## src/design/fpmm_pkg.sv

```systemverilog
`timescale 1ns / 1ps

package fpmm_pkg;

  localparam int MAX_DIM_DEFAULT    = 8;
  localparam int VALUE_BITS_DEFAULT = 16;

  localparam int IDX_BITS  = 3;
  localparam int DIM_BITS  = 4;
  localparam int SUM_BITS  = 35;
  localparam int FUNC_BITS = 2;
  localparam int CFG_ADDR_BITS = 2;

  localparam logic [DIM_BITS-1:0] DIM_RESET = 4'd8;

  // Input function codes.
  localparam logic [FUNC_BITS-1:0] FUNC_WRITE_A = 2'd0;
  localparam logic [FUNC_BITS-1:0] FUNC_WRITE_B = 2'd1;
  localparam logic [FUNC_BITS-1:0] FUNC_RUN     = 2'd2;

  // Command kinds carried from the front to the back.
  localparam logic [1:0] CMD_WRITE_A = 2'd0;
  localparam logic [1:0] CMD_WRITE_B = 2'd1;
  localparam logic [1:0] CMD_RUN     = 2'd2;

  // Configuration register indexes.
  localparam logic [CFG_ADDR_BITS-1:0] REG_ROWS_A    = 2'd0;
  localparam logic [CFG_ADDR_BITS-1:0] REG_INNER_DIM = 2'd1;
  localparam logic [CFG_ADDR_BITS-1:0] REG_COLS_B    = 2'd2;

  // Command queue and result queue sizes.
  localparam int CQ_DEPTH    = 4;
  localparam int CQ_PTR_BITS = 2;
  localparam int CQ_CNT_BITS = 3;
  localparam int RQ_DEPTH    = 4;
  localparam int RQ_PTR_BITS = 2;
  localparam int RQ_CNT_BITS = 3;

  typedef struct packed {
    logic [IDX_BITS-1:0] m_last;
    logic [IDX_BITS-1:0] n_last;
    logic [IDX_BITS-1:0] p_last;
  } dims_t;

  // Largest index along one dimension: zero acts as one, oversize as max_dim.
  function automatic logic [IDX_BITS-1:0] dim_last(input logic [DIM_BITS-1:0] d,
                                                   input int max_dim);
    logic [IDX_BITS-1:0] r;
    if (d == '0) begin
      r = '0;
    end else if (int'(d) > max_dim) begin
      r = IDX_BITS'(max_dim - 1);
    end else begin
      r = IDX_BITS'(d - 4'd1);
    end
    return r;
  endfunction

endpackage

```

## src/design/fpmm_ram.sv

```systemverilog
`timescale 1ns / 1ps

module fpmm_ram #(
  parameter int WIDTH = 16,
  parameter int DEPTH = 64,
  parameter int AW    = $clog2(DEPTH)
) (
  input  logic             clk,
  input  logic             we,
  input  logic [AW-1:0]    waddr,
  input  logic [WIDTH-1:0] wdata,
  input  logic [AW-1:0]    raddr,
  output logic [WIDTH-1:0] rdata
);

  logic [WIDTH-1:0] mem [DEPTH];

  always_ff @(posedge clk) begin
    if (we) begin
      mem[waddr] <= wdata;
    end
    rdata <= mem[raddr];
  end

endmodule

```

## src/design/fpmm_front.sv

```systemverilog
`timescale 1ns / 1ps

module fpmm_front #(
  parameter int MAX_DIM    = fpmm_pkg::MAX_DIM_DEFAULT,
  parameter int VALUE_BITS = fpmm_pkg::VALUE_BITS_DEFAULT,
  parameter int AW         = $clog2(MAX_DIM * MAX_DIM)
) (
  input  logic                           clk,
  input  logic                           rst,
  input  logic                           in_valid,
  output logic                           in_stall,
  input  logic [fpmm_pkg::FUNC_BITS-1:0] func,
  input  logic [fpmm_pkg::IDX_BITS-1:0]  row,
  input  logic [fpmm_pkg::IDX_BITS-1:0]  col,
  input  logic signed [VALUE_BITS-1:0]   value,
  output logic                           cmd_valid,
  input  logic                           cmd_pop,
  output logic [1:0]                     cmd_kind,
  output logic [AW-1:0]                  cmd_addr,
  output logic [VALUE_BITS-1:0]          cmd_value
);

  import fpmm_pkg::*;

  logic [1:0]            q_kind  [CQ_DEPTH];
  logic [AW-1:0]         q_addr  [CQ_DEPTH];
  logic [VALUE_BITS-1:0] q_value [CQ_DEPTH];
  logic [CQ_PTR_BITS-1:0] wr_ptr;
  logic [CQ_PTR_BITS-1:0] rd_ptr;
  logic [CQ_CNT_BITS-1:0] count;

  logic       idx_ok;
  logic       keep;
  logic [1:0] kind;
  logic       push;
  logic [AW-1:0] addr;

  // Writes outside the store and unused codes are accepted and dropped here.
  always_comb begin
    idx_ok = ({1'b0, row} < 4'(MAX_DIM)) && ({1'b0, col} < 4'(MAX_DIM));
    addr   = AW'(32'(row) * MAX_DIM + 32'(col));
    case (func)
      FUNC_WRITE_A: begin
        keep = idx_ok;
        kind = CMD_WRITE_A;
      end
      FUNC_WRITE_B: begin
        keep = idx_ok;
        kind = CMD_WRITE_B;
      end
      FUNC_RUN: begin
        keep = 1'b1;
        kind = CMD_RUN;
      end
      default: begin
        keep = 1'b0;
        kind = CMD_RUN;
      end
    endcase
  end

  assign in_stall  = (count == CQ_CNT_BITS'(CQ_DEPTH));
  assign push      = in_valid && !in_stall && keep;
  assign cmd_valid = (count != '0);
  assign cmd_kind  = q_kind[rd_ptr];
  assign cmd_addr  = q_addr[rd_ptr];
  assign cmd_value = q_value[rd_ptr];

  always_ff @(posedge clk) begin
    if (push) begin
      q_kind[wr_ptr]  <= kind;
      q_addr[wr_ptr]  <= addr;
      q_value[wr_ptr] <= value;
    end
  end

  always_ff @(posedge clk) begin
    if (rst) begin
      wr_ptr <= '0;
      rd_ptr <= '0;
      count  <= '0;
    end else begin
      if (push) begin
        wr_ptr <= wr_ptr + 1'b1;
      end
      if (cmd_pop) begin
        rd_ptr <= rd_ptr + 1'b1;
      end
      if (push && !cmd_pop) begin
        count <= count + 1'b1;
      end else if (!push && cmd_pop) begin
        count <= count - 1'b1;
      end
    end
  end

endmodule

```

## src/design/fpmm_back.sv

```systemverilog
`timescale 1ns / 1ps

module fpmm_back #(
  parameter int MAX_DIM    = fpmm_pkg::MAX_DIM_DEFAULT,
  parameter int VALUE_BITS = fpmm_pkg::VALUE_BITS_DEFAULT,
  parameter int AW         = $clog2(MAX_DIM * MAX_DIM)
) (
  input  logic                          clk,
  input  logic                          rst,
  input  logic                          cmd_valid,
  output logic                          cmd_pop,
  input  logic [1:0]                    cmd_kind,
  input  logic [AW-1:0]                 cmd_addr,
  input  logic [VALUE_BITS-1:0]         cmd_value,
  input  fpmm_pkg::dims_t               dims,
  output logic                          out_valid,
  input  logic                          out_stall,
  output logic [fpmm_pkg::IDX_BITS-1:0] out_row,
  output logic [fpmm_pkg::IDX_BITS-1:0] out_col,
  output logic signed [fpmm_pkg::SUM_BITS-1:0] sum,
  output logic                          last
);

  import fpmm_pkg::*;

  localparam int PROD_BITS = 2 * VALUE_BITS;

  // Run sequencer.
  logic                running;
  logic [IDX_BITS-1:0] i_cnt;
  logic [IDX_BITS-1:0] j_cnt;
  logic [IDX_BITS-1:0] k_cnt;
  logic [RQ_CNT_BITS-1:0] reserved;

  logic issue;
  logic elem_start;
  logic start;
  logic a_we;
  logic b_we;
  logic out_pop;
  logic issue_lastk;
  logic issue_last;
  logic [AW-1:0] a_raddr;
  logic [AW-1:0] b_raddr;
  logic [VALUE_BITS-1:0] a_rdata;
  logic [VALUE_BITS-1:0] b_rdata;

  // MAC pipeline.
  logic                s1_valid;
  logic                s1_first;
  logic                s1_lastk;
  logic                s1_last;
  logic [IDX_BITS-1:0] s1_row;
  logic [IDX_BITS-1:0] s1_col;
  logic                s2_valid;
  logic                s2_first;
  logic                s2_lastk;
  logic                s2_last;
  logic [IDX_BITS-1:0] s2_row;
  logic [IDX_BITS-1:0] s2_col;
  logic signed [PROD_BITS-1:0] prod;
  logic signed [63:0]          prod_wide;
  logic [SUM_BITS-1:0]         prod_term;
  logic [SUM_BITS-1:0]         acc;
  logic [SUM_BITS-1:0]         acc_next;
  logic                        rq_push;

  // Result queue.
  logic [IDX_BITS-1:0] rq_row  [RQ_DEPTH];
  logic [IDX_BITS-1:0] rq_col  [RQ_DEPTH];
  logic [SUM_BITS-1:0] rq_sum  [RQ_DEPTH];
  logic                rq_last [RQ_DEPTH];
  logic [RQ_PTR_BITS-1:0] rq_wr;
  logic [RQ_PTR_BITS-1:0] rq_rd;
  logic [RQ_CNT_BITS-1:0] rq_count;

  assign cmd_pop = cmd_valid && !running;
  assign a_we    = cmd_pop && (cmd_kind == CMD_WRITE_A);
  assign b_we    = cmd_pop && (cmd_kind == CMD_WRITE_B);
  assign start   = cmd_pop && (cmd_kind == CMD_RUN);

  // A new result element is started only when its slot in the result queue
  // is guaranteed, so the MAC pipeline itself never has to stop.
  assign issue       = running && ((k_cnt != '0) || (reserved < RQ_CNT_BITS'(RQ_DEPTH)));
  assign elem_start  = issue && (k_cnt == '0);
  assign issue_lastk = (k_cnt == dims.n_last);
  assign issue_last  = (i_cnt == dims.m_last) && (j_cnt == dims.p_last);
  assign out_pop     = out_valid && !out_stall;

  assign a_raddr = AW'(32'(i_cnt) * MAX_DIM + 32'(k_cnt));
  assign b_raddr = AW'(32'(k_cnt) * MAX_DIM + 32'(j_cnt));

  fpmm_ram #(
    .WIDTH (VALUE_BITS),
    .DEPTH (MAX_DIM * MAX_DIM),
    .AW    (AW)
  ) u_a_store (
    .clk   (clk),
    .we    (a_we),
    .waddr (cmd_addr),
    .wdata (cmd_value),
    .raddr (a_raddr),
    .rdata (a_rdata)
  );

  fpmm_ram #(
    .WIDTH (VALUE_BITS),
    .DEPTH (MAX_DIM * MAX_DIM),
    .AW    (AW)
  ) u_b_store (
    .clk   (clk),
    .we    (b_we),
    .waddr (cmd_addr),
    .wdata (cmd_value),
    .raddr (b_raddr),
    .rdata (b_rdata)
  );

  always_ff @(posedge clk) begin
    if (rst) begin
      running  <= 1'b0;
      i_cnt    <= '0;
      j_cnt    <= '0;
      k_cnt    <= '0;
      reserved <= '0;
    end else begin
      if (start) begin
        running <= 1'b1;
        i_cnt   <= '0;
        j_cnt   <= '0;
        k_cnt   <= '0;
      end else if (issue) begin
        if (!issue_lastk) begin
          k_cnt <= k_cnt + 1'b1;
        end else begin
          k_cnt <= '0;
          if (j_cnt != dims.p_last) begin
            j_cnt <= j_cnt + 1'b1;
          end else begin
            j_cnt <= '0;
            if (i_cnt != dims.m_last) begin
              i_cnt <= i_cnt + 1'b1;
            end else begin
              running <= 1'b0;
            end
          end
        end
      end
      if (elem_start && !out_pop) begin
        reserved <= reserved + 1'b1;
      end else if (!elem_start && out_pop) begin
        reserved <= reserved - 1'b1;
      end
    end
  end

  always_ff @(posedge clk) begin
    if (rst) begin
      s1_valid <= 1'b0;
      s2_valid <= 1'b0;
    end else begin
      s1_valid <= issue;
      s2_valid <= s1_valid;
    end
  end

  always_ff @(posedge clk) begin
    s1_first <= (k_cnt == '0);
    s1_lastk <= issue_lastk;
    s1_last  <= issue_last;
    s1_row   <= i_cnt;
    s1_col   <= j_cnt;
    s2_first <= s1_first;
    s2_lastk <= s1_lastk;
    s2_last  <= s1_last;
    s2_row   <= s1_row;
    s2_col   <= s1_col;
    prod     <= $signed(a_rdata) * $signed(b_rdata);
    if (s2_valid) begin
      acc <= acc_next;
    end
  end

  // The sum is kept modulo 2^35; wider products simply wrap.
  always_comb begin
    prod_wide = 64'(prod);
    prod_term = prod_wide[SUM_BITS-1:0];
    acc_next  = s2_first ? prod_term : (acc + prod_term);
  end

  assign rq_push = s2_valid && s2_lastk;

  always_ff @(posedge clk) begin
    if (rq_push) begin
      rq_row[rq_wr]  <= s2_row;
      rq_col[rq_wr]  <= s2_col;
      rq_sum[rq_wr]  <= acc_next;
      rq_last[rq_wr] <= s2_last;
    end
  end

  always_ff @(posedge clk) begin
    if (rst) begin
      rq_wr    <= '0;
      rq_rd    <= '0;
      rq_count <= '0;
    end else begin
      if (rq_push) begin
        rq_wr <= rq_wr + 1'b1;
      end
      if (out_pop) begin
        rq_rd <= rq_rd + 1'b1;
      end
      if (rq_push && !out_pop) begin
        rq_count <= rq_count + 1'b1;
      end else if (!rq_push && out_pop) begin
        rq_count <= rq_count - 1'b1;
      end
    end
  end

  assign out_valid = (rq_count != '0);
  assign out_row   = rq_row[rq_rd];
  assign out_col   = rq_col[rq_rd];
  assign sum       = rq_sum[rq_rd];
  assign last      = rq_last[rq_rd];

endmodule

```

## src/design/fixed_point_matrix_multiply.sv

```systemverilog
`timescale 1ns / 1ps

// Fixed-point matrix multiply, C = A * B, elements signed Q8.8, sums Q19.16.
// Input channel (in_valid / in_stall): func 0 writes value into A at (row, col),
// func 1 writes B, func 2 starts a run. Out-of-range writes and func 3 are
// accepted and dropped. Output channel (out_valid / out_stall): a run gives
// one beat per element of C in row-major order, last set on the final one.
// Dimensions come from the write port (cfg_wr_en, cfg_addr, cfg_wdata): 0 rows
// of A, 1 inner dimension, 2 columns of B; write them only while idle.
// Load items go at one per cycle while the command queue has room. A single
// multiply-accumulate unit reads one A and one B entry per cycle from the two
// store RAMs unless the result queue has no free slot; each product passes the
// RAM read and product registers before it is accumulated into its sum.
// A four-entry command queue sits between the input and the MAC sequencer and
// a four-entry result queue sits at the output. When the receiver stalls, the
// sequencer pauses at the next element boundary once four results are
// outstanding, and in_stall rises when the command queue fills.
// Reset empties both queues, stops any run and sets all dimensions to 8; the
// A and B stores are not cleared and must be written before they are used.
module fixed_point_matrix_multiply #(
  parameter int MAX_DIM    = fpmm_pkg::MAX_DIM_DEFAULT,
  parameter int VALUE_BITS = fpmm_pkg::VALUE_BITS_DEFAULT
) (
  input  logic                                clk,
  input  logic                                rst,
  input  logic                                cfg_wr_en,
  input  logic [fpmm_pkg::CFG_ADDR_BITS-1:0]  cfg_addr,
  input  logic [fpmm_pkg::DIM_BITS-1:0]       cfg_wdata,
  input  logic                                in_valid,
  output logic                                in_stall,
  input  logic [fpmm_pkg::FUNC_BITS-1:0]      func,
  input  logic [fpmm_pkg::IDX_BITS-1:0]       row,
  input  logic [fpmm_pkg::IDX_BITS-1:0]       col,
  input  logic signed [VALUE_BITS-1:0]        value,
  output logic                                out_valid,
  input  logic                                out_stall,
  output logic [fpmm_pkg::IDX_BITS-1:0]       out_row,
  output logic [fpmm_pkg::IDX_BITS-1:0]       out_col,
  output logic signed [fpmm_pkg::SUM_BITS-1:0] sum,
  output logic                                last
);

  import fpmm_pkg::*;

  localparam int AW = $clog2(MAX_DIM * MAX_DIM);

  logic [DIM_BITS-1:0] rows_a;
  logic [DIM_BITS-1:0] inner_dim;
  logic [DIM_BITS-1:0] cols_b;
  dims_t               dims;

  logic                  cmd_valid;
  logic                  cmd_pop;
  logic [1:0]            cmd_kind;
  logic [AW-1:0]         cmd_addr;
  logic [VALUE_BITS-1:0] cmd_value;

  always_ff @(posedge clk) begin
    if (rst) begin
      rows_a    <= DIM_RESET;
      inner_dim <= DIM_RESET;
      cols_b    <= DIM_RESET;
    end else if (cfg_wr_en) begin
      case (cfg_addr)
        REG_ROWS_A:    rows_a    <= cfg_wdata;
        REG_INNER_DIM: inner_dim <= cfg_wdata;
        REG_COLS_B:    cols_b    <= cfg_wdata;
        default: begin
        end
      endcase
    end
  end

  always_comb begin
    dims.m_last = dim_last(rows_a, MAX_DIM);
    dims.n_last = dim_last(inner_dim, MAX_DIM);
    dims.p_last = dim_last(cols_b, MAX_DIM);
  end

  fpmm_front #(
    .MAX_DIM    (MAX_DIM),
    .VALUE_BITS (VALUE_BITS),
    .AW         (AW)
  ) u_front (
    .clk       (clk),
    .rst       (rst),
    .in_valid  (in_valid),
    .in_stall  (in_stall),
    .func      (func),
    .row       (row),
    .col       (col),
    .value     (value),
    .cmd_valid (cmd_valid),
    .cmd_pop   (cmd_pop),
    .cmd_kind  (cmd_kind),
    .cmd_addr  (cmd_addr),
    .cmd_value (cmd_value)
  );

  fpmm_back #(
    .MAX_DIM    (MAX_DIM),
    .VALUE_BITS (VALUE_BITS),
    .AW         (AW)
  ) u_back (
    .clk       (clk),
    .rst       (rst),
    .cmd_valid (cmd_valid),
    .cmd_pop   (cmd_pop),
    .cmd_kind  (cmd_kind),
    .cmd_addr  (cmd_addr),
    .cmd_value (cmd_value),
    .dims      (dims),
    .out_valid (out_valid),
    .out_stall (out_stall),
    .out_row   (out_row),
    .out_col   (out_col),
    .sum       (sum),
    .last      (last)
  );

endmodule
```

## config.mk

```make
export PLATFORM = sky130hd
export DESIGN_NAME = fixed_point_matrix_multiply
export DESIGN_NICKNAME = d
export VERILOG_FILES = /design/src/design/fpmm_pkg.sv /design/src/design/fpmm_ram.sv /design/src/design/fpmm_front.sv /design/src/design/fpmm_back.sv /design/src/design/fixed_point_matrix_multiply.sv
export SDC_FILE = /design/constraint.sdc
export NUM_CORES = 2
export LEC_CHECK = 0
export BUFFER_PORTS_ARGS = -buffer_cell sky130_fd_sc_hd__buf_2
export CAP_MARGIN = 10
export CORE_AREA = 3 3 462 464
export CTS_CLUSTER_DIAMETER = 60
export CTS_CLUSTER_SIZE = 12
export DETAILED_ROUTE_END_ITERATION = 10
export DIE_AREA = 0 0 465 467
export MAX_ROUTING_LAYER = met4
export PLACE_DENSITY = 0.72
export SLEW_MARGIN = 20
export SYNTH_ARGS = -nofsm -noshare
export SYNTH_HDL_FRONTEND = slang
export SYNTH_SLANG_ARGS = --single-unit
```

## constraint.sdc

```tcl
create_clock -name clk -period 6.2 [get_ports clk]
set_input_delay 0.31 -clock clk [delete_from_list [all_inputs] [get_ports clk]]
set_output_delay 0.31 -clock clk [all_outputs]
set_load 0.01 [all_outputs]
```

Yosys cells after proc, flatten, opt, wreduce, memory -nomap -nowiden --
Memory sizes are Yosys's and may differ from the RTL's. A register that Yosys moved wholly into a read port is not among the register bits. Cells that the tools add are included. Widths: inputs -> output; s select.
Storage, ports and cells: output and inout bits 44, RAM bits 2312, register bits 126, logic and storage cells 170, memories 9, input port bits 35
Memory list:
- u_back.u_a_store.mem | depth 64, width 16, rd ports 1, clocked after memory_dff 1, write ports 1, line fpmm_ram.sv:16 | logic [WIDTH-1:0] mem [DEPTH];
- u_back.u_b_store.mem | depth 64, width 16, rd ports 1, clocked after memory_dff 1, write ports 1, line fpmm_ram.sv:16
- u_back.rq_sum | depth 4, width 35, rd ports 1, clocked after memory_dff 1, write ports 1, line fpmm_back.sv:71 | logic [SUM_BITS-1:0] rq_sum [RQ_DEPTH];
- u_front.q_value | depth 4, width 16, rd ports 1, clocked after memory_dff 1, write ports 1, line fpmm_front.sv:27 | logic [VALUE_BITS-1:0] q_value [CQ_DEPTH];
- u_front.q_addr | depth 4, width 6, rd ports 1, clocked after memory_dff 1, write ports 1, line fpmm_front.sv:26 | logic [AW-1:0] q_addr [CQ_DEPTH];
- u_back.rq_col | depth 4, width 3, rd ports 1, clocked after memory_dff 1, write ports 1, line fpmm_back.sv:70 | logic [IDX_BITS-1:0] rq_col [RQ_DEPTH];
- 3 more memories
Operators by class: order comparisons 4, add/subtract/negate cells 20, eq/ne operators 14, multiplexer cells 44, $mul 1, bitwise logic cells 1, reductions and logical operators 49
Operators with widths (number):
- $mux 3 | 14
- $add 35x35->35 | 1
- $mux 35 | 1
- $mul 16x16->32 | 1
- $mux 2 | 14
- $add 3x1->3 const B | 6
- $add 6x3->6 | 3
- $sub 3x1->3 const B | 6
- $logic_and 1x1->1 | 17
- $mux 1 | 14
- $gt 4x4->1 const B | 3
- $logic_not 4->1 | 3
- $reduce_bool 2->1 | 5
- $eq 3x3->1 | 3
- $reduce_bool 3->1 | 3
- $add 2x1->2 const B | 4
- $logic_not 1->1 | 8
- $reduce_and 2->1 | 4
- $reduce_and 4->1 | 2
- $eq 2x1->1 const B | 3
- $eq 2x2->1 const B | 3
- $logic_not 2->1 | 3
- $ne 3x3->1 | 2
- $ne 2x1->1 const B | 2
- 8 further kinds | 8

Depth between registers and ports, before layout --
depth in word-level cells 9, mapped depth 24, gate-level depth less buffers 22

Hierarchy --
Synthesis repeated with hierarchy kept, for this count alone.
Unflattened totals: cells, all modules 5754, area total of the unflattened synthesis 105996.7 µm²
Modules (own cells, without submodules):
- fpmm_ram | cells an instance 1829, instances 2, area each 40042.2 µm²
- fpmm_back | cells an instance 1847, instances 1, area each 21250.4 µm²
- fpmm_front | cells an instance 176, instances 1, area each 3991.3 µm²
- fixed_point_matrix_multiply | cells an instance 73, instances 1, area each 670.6 µm²

Least setup slack after synthesis --
Ideal clock, no wire load.
kind register to register, start register u_back.u_b_store.rdata[1], read port of u_back.u_b_store.mem, end register u_back.prod[31], setup slack 402 ps, period minus slack after synthesis 5798 ps, setup time 74 ps, buffers on the path 1, data arrival time 5724 ps, cell stages (with the launch flop) 22, data required time 6126 ps, path through dfxtp_1 > clkbuf_1 > nand2_1 > inv_1 > fa_1 > fa_1 > fa_1 > fa_1 > fa_1 > inv_1 > fa_1 > inv_1 > ha_1 > and4_1 > nor2b_1 > o21ai_0 > a21o_1 > o311a_1 > a21oi_1 > o21ai_1 > a21oi_1 > a31oi_1
Between the ends: word-level cells in the longest chain between the ends 1
RTL lines:
- from (decl) | line fpmm_ram.sv:13 | output logic [WIDTH-1:0] rdata
- $mul 16x16->32 | line fpmm_back.sv:178 | prod <= $signed(a_rdata) * $signed(b_rdata);
- to (signal assigned) | line fpmm_back.sv:178
- to (decl) | line fpmm_back.sv:61 | logic signed [PROD_BITS-1:0] prod;
Every way passes these cells. A chain may end at the register's enable or synchronous reset.

Worst setup path in the final report --
start register u_back.u_a_store.rdata[1], read port of u_back.u_a_store.mem, end register u_back.prod[31]
Between the ends: word-level cells in the longest chain between the ends 1
RTL lines (line):
- from (decl) | fpmm_ram.sv:13
- $mul 16x16->32 | fpmm_back.sv:178
Every way passes these cells.

==> impl_metrics.ini <==
[run_status]
status = completed

[global_routing]
grt_max_degree = 143
grt_pass1_wl_um = 345000
grt_usage_pct = 22.1
antenna_found_initial = 13
grt_pass1_vias = 51800
grt_overflow_total = 0

[route]
vias = 50500
drc = 0
drt_wl_total_um = 230000
antenna_left = 0
vias_per_cell = 5.97
first_pass_iters = 5
drt_iter0_drc = 6045
wl_per_cell_um = 27.2

[floorplan]
rows = 168
die_y_um = 467
die_w_um = 465
die-area_um2 = 217000
core_um2 = 210000
io_pins = 79
initial_core_util_pct = 49.8

[critical_path]
r2r_slack_ns = 0.29
path_buf_inv = 3
cp-end-kind = register
worst_path_max_delay_cell = dfxtp_1
max_stage_delay_ns = 0.64
crit_arrival_ns = 6.64
critical_path.top_delay_family = adder cells
crit_top_cell = fa_1
path_class = register to register
cp_cell_sequence = nand2_1 -> fa_1 -> inv_1 -> fa_1 -> ha_1 -> fa_1 -> inv_1 -> fa_1 -> fa_1 -> inv_1 -> ha_1 -> and3_1 -> a221o_1 -> a221o_1 -> o21ai_2 -> o311a_1 -> a21oi_1 -> o21ai_1 -> a21oi_1 -> a31oi_1
worstPathMaxFanout = 13
critPathRequiredTime_ns = 6.94
start_kind = register

[timing]
fmax_mhz = 169
hold_viol_final = 0
whs_ns = 0.178
finalSetupTns_ns = 0
clock_skew_ns = 0.0820
period_share_pct = 95.3
slew_headroom_pct = 23.4
setup_viol = 0
finalCriticalPeriod_ns = 5.91
tightest_slew_ns = 1.15
slew_violations = 0

[synthesis]
synth_flop_cell = edfxtp_1
synth-async-reset-ratio_pct = 0
synth_nets = 5627
synth_fa_ha_area_share_pct = 6.73
synthMuxAreaShare_pct = 16.1
yosys_warnings = 0
synthSimpleGateAreaFrac_pct = 3.05
synth_area_leader_cell = edfxtp_1
netlist_area_um2 = 104000
synth_top_cells_by_area = edfxtp_1 67%, mux4_2 16%, fa_1 5.1%
synth-compound-area-share_pct = 1.46
synth-seq-cells = 2474
synth_top_family_by_area = multiplexers
yosysTopAreaCellShare_pct = 67.5
synth_edf_count = 2347
ys_seq_area_share_pct = 69.9
syn_area_per_cell_um2 = 20.1
synth_xor_area_share_pct = 0.679
ys_types = 74
synthCells = 5192

[layout]
most-common-layout-cells = 2347 x edfxtp_1, 722 x mux4_2, 332 x inv_1
layout-drive-gt1-share_pct = 24.2
nets = 5970
layout_commonest_cell = edfxtp_1
postLayoutCoreUtil_pct = 55.5
area_growth_syn_to_layout_pct = 11.3

[clocking]
clockBufferDepth = 3
htree_levels = 4
clkSlewWorstSetupHoldPaths_ns = 0.06
cts_tree = yes
post-cts-setup-buffers = 0
clkLatencyLatePin_ns = 0.89
cts_root_buf = clkbuf_16
numCtsBuffers = 230
clkSinkCount = 2474

[placement]
dp_hpwl_um = 138000
io_buffers = 78
gp_congestion = 0.844

[worst_hold_path]
hold_path_class = input port to register

[flow_run]
cap_violations = 0
[synthesized netlist by cell type, types with 3 or more instances]
| master | number |
|---|---|
| maj3_1 | 3 |
| nor3_1 | 10 |
| o211ai_1 | 7 |
| o21ai_0 | 66 |
| a311oi_1 | 3 |
| edfxtp_1 | 2347 |
| a211oi_1 | 10 |
| clkbuf_1 | 127 |
| nand3_1 | 16 |
| inv_1 | 332 |
| buf_2 | 52 |
| dfxtp_1 | 127 |
| or3_1 | 9 |
| o21ai_1 | 4 |
| mux2i_1 | 13 |
| nand2b_1 | 14 |
| buf_1 | 41 |
| ha_1 | 134 |
| a31oi_1 | 6 |
| a211o_1 | 3 |
| o21bai_1 | 9 |
| nor2_1 | 223 |
| buf_6 | 4 |
| a21boi_0 | 3 |
| and2_1 | 134 |
| and3_1 | 12 |
| nand3b_1 | 4 |
| a21o_1 | 25 |
| fa_1 | 266 |
| buf_4 | 3 |
| o31ai_1 | 6 |
| nor2b_1 | 17 |
| xnor2_1 | 51 |
| nor3b_1 | 7 |
| mux4_2 | 738 |
| o21a_1 | 11 |
| a221o_1 | 3 |
| nand2_1 | 219 |
| a21oi_1 | 59 |
| xor2_1 | 30 |
| nor4b_1 | 5 |
[final timing paths]
kind	from	depth (start not counted)	endpoint
worst min-delay path	value[6]	2	u_front.q_value[3][6]
worst max-delay path	u_back.u_a_store.rdata[1]	20	u_back.prod[31]
worst max register to register	u_back.u_a_store.rdata[1]	20	u_back.prod[31]
worst min register to register	u_back.s1_first	0	u_back.s2_first
[cell families (layout without fill, tap and decap cells)]
group                    Yosys count  after routing
flip-flops                      2474           2474
AO/OA/AOI/OAI                    237            237
other                              0             10
buffers and inverters            561           1000
multiplexers                     753            753
AND/OR/NAND/NOR                  683            683
XOR/XNOR                          81             81
adder cells (fa/ha/maj)          403            403
[final cells by class]
class / instances / area (um^2)
Inverter: 334 / 1260
Clock buffer: 298 / 6030
Timing Repair Buffer: 338 / 2560
Sequential cell: 2474 / 73100
Tap cell: 2805 / 3510
Clock inverter: 30 / 452
Multi-Input combinational cell: 2157 / 29300
Antenna cell: 10 / 25.0
Fill cell: 15400 / 93300
[routing by layer]
layer	global-route usage [%]	vias up	part of all wire [%]
met1	31.3	26700	41
met2	33.8	2376	48
met4	5.28	0	2.2
met5	-	-	0
met3	4.25	339	9.1
li1	-	21000	-
[metrics by stage]
stage               instance area [um^2]  instances  setup WS, ns
detailed placement                109000       8067        0.0985
global route                      116000       8441      -0.00678
floorplan                         104000       5192         0.402
CTS                               116000       8436       0.00945
finish                            116000       8446         0.292
global placement                  109000       8067         0.156
[repair_timing]
| action | in CTS | in global routing |
|---|---|---|
| hold endpoints to repair | 121 | 0 |
| hold buffers | 41 | 0 |
| setup endpoints to repair | 0 | 8 |
| gates resized for setup | 0 | 30 |
[sequential cells by signal (all words and copies together), names as in the netlist, 24 cells and up, named ones only]
| name | flops |
|---|---|
| u_front.q_addr | 24 |
| u_front.q_value | 64 |
| u_back.prod | 32 |
| u_back.rq_sum | 140 |
| u_back.acc | 35 |
| u_back.u_a_store.mem | 1024 |
| u_back.u_b_store.mem | 1024 |
Power is not shown: default switching activity piles up to over one toggle a cycle in this logic, so the estimate is an artifact.
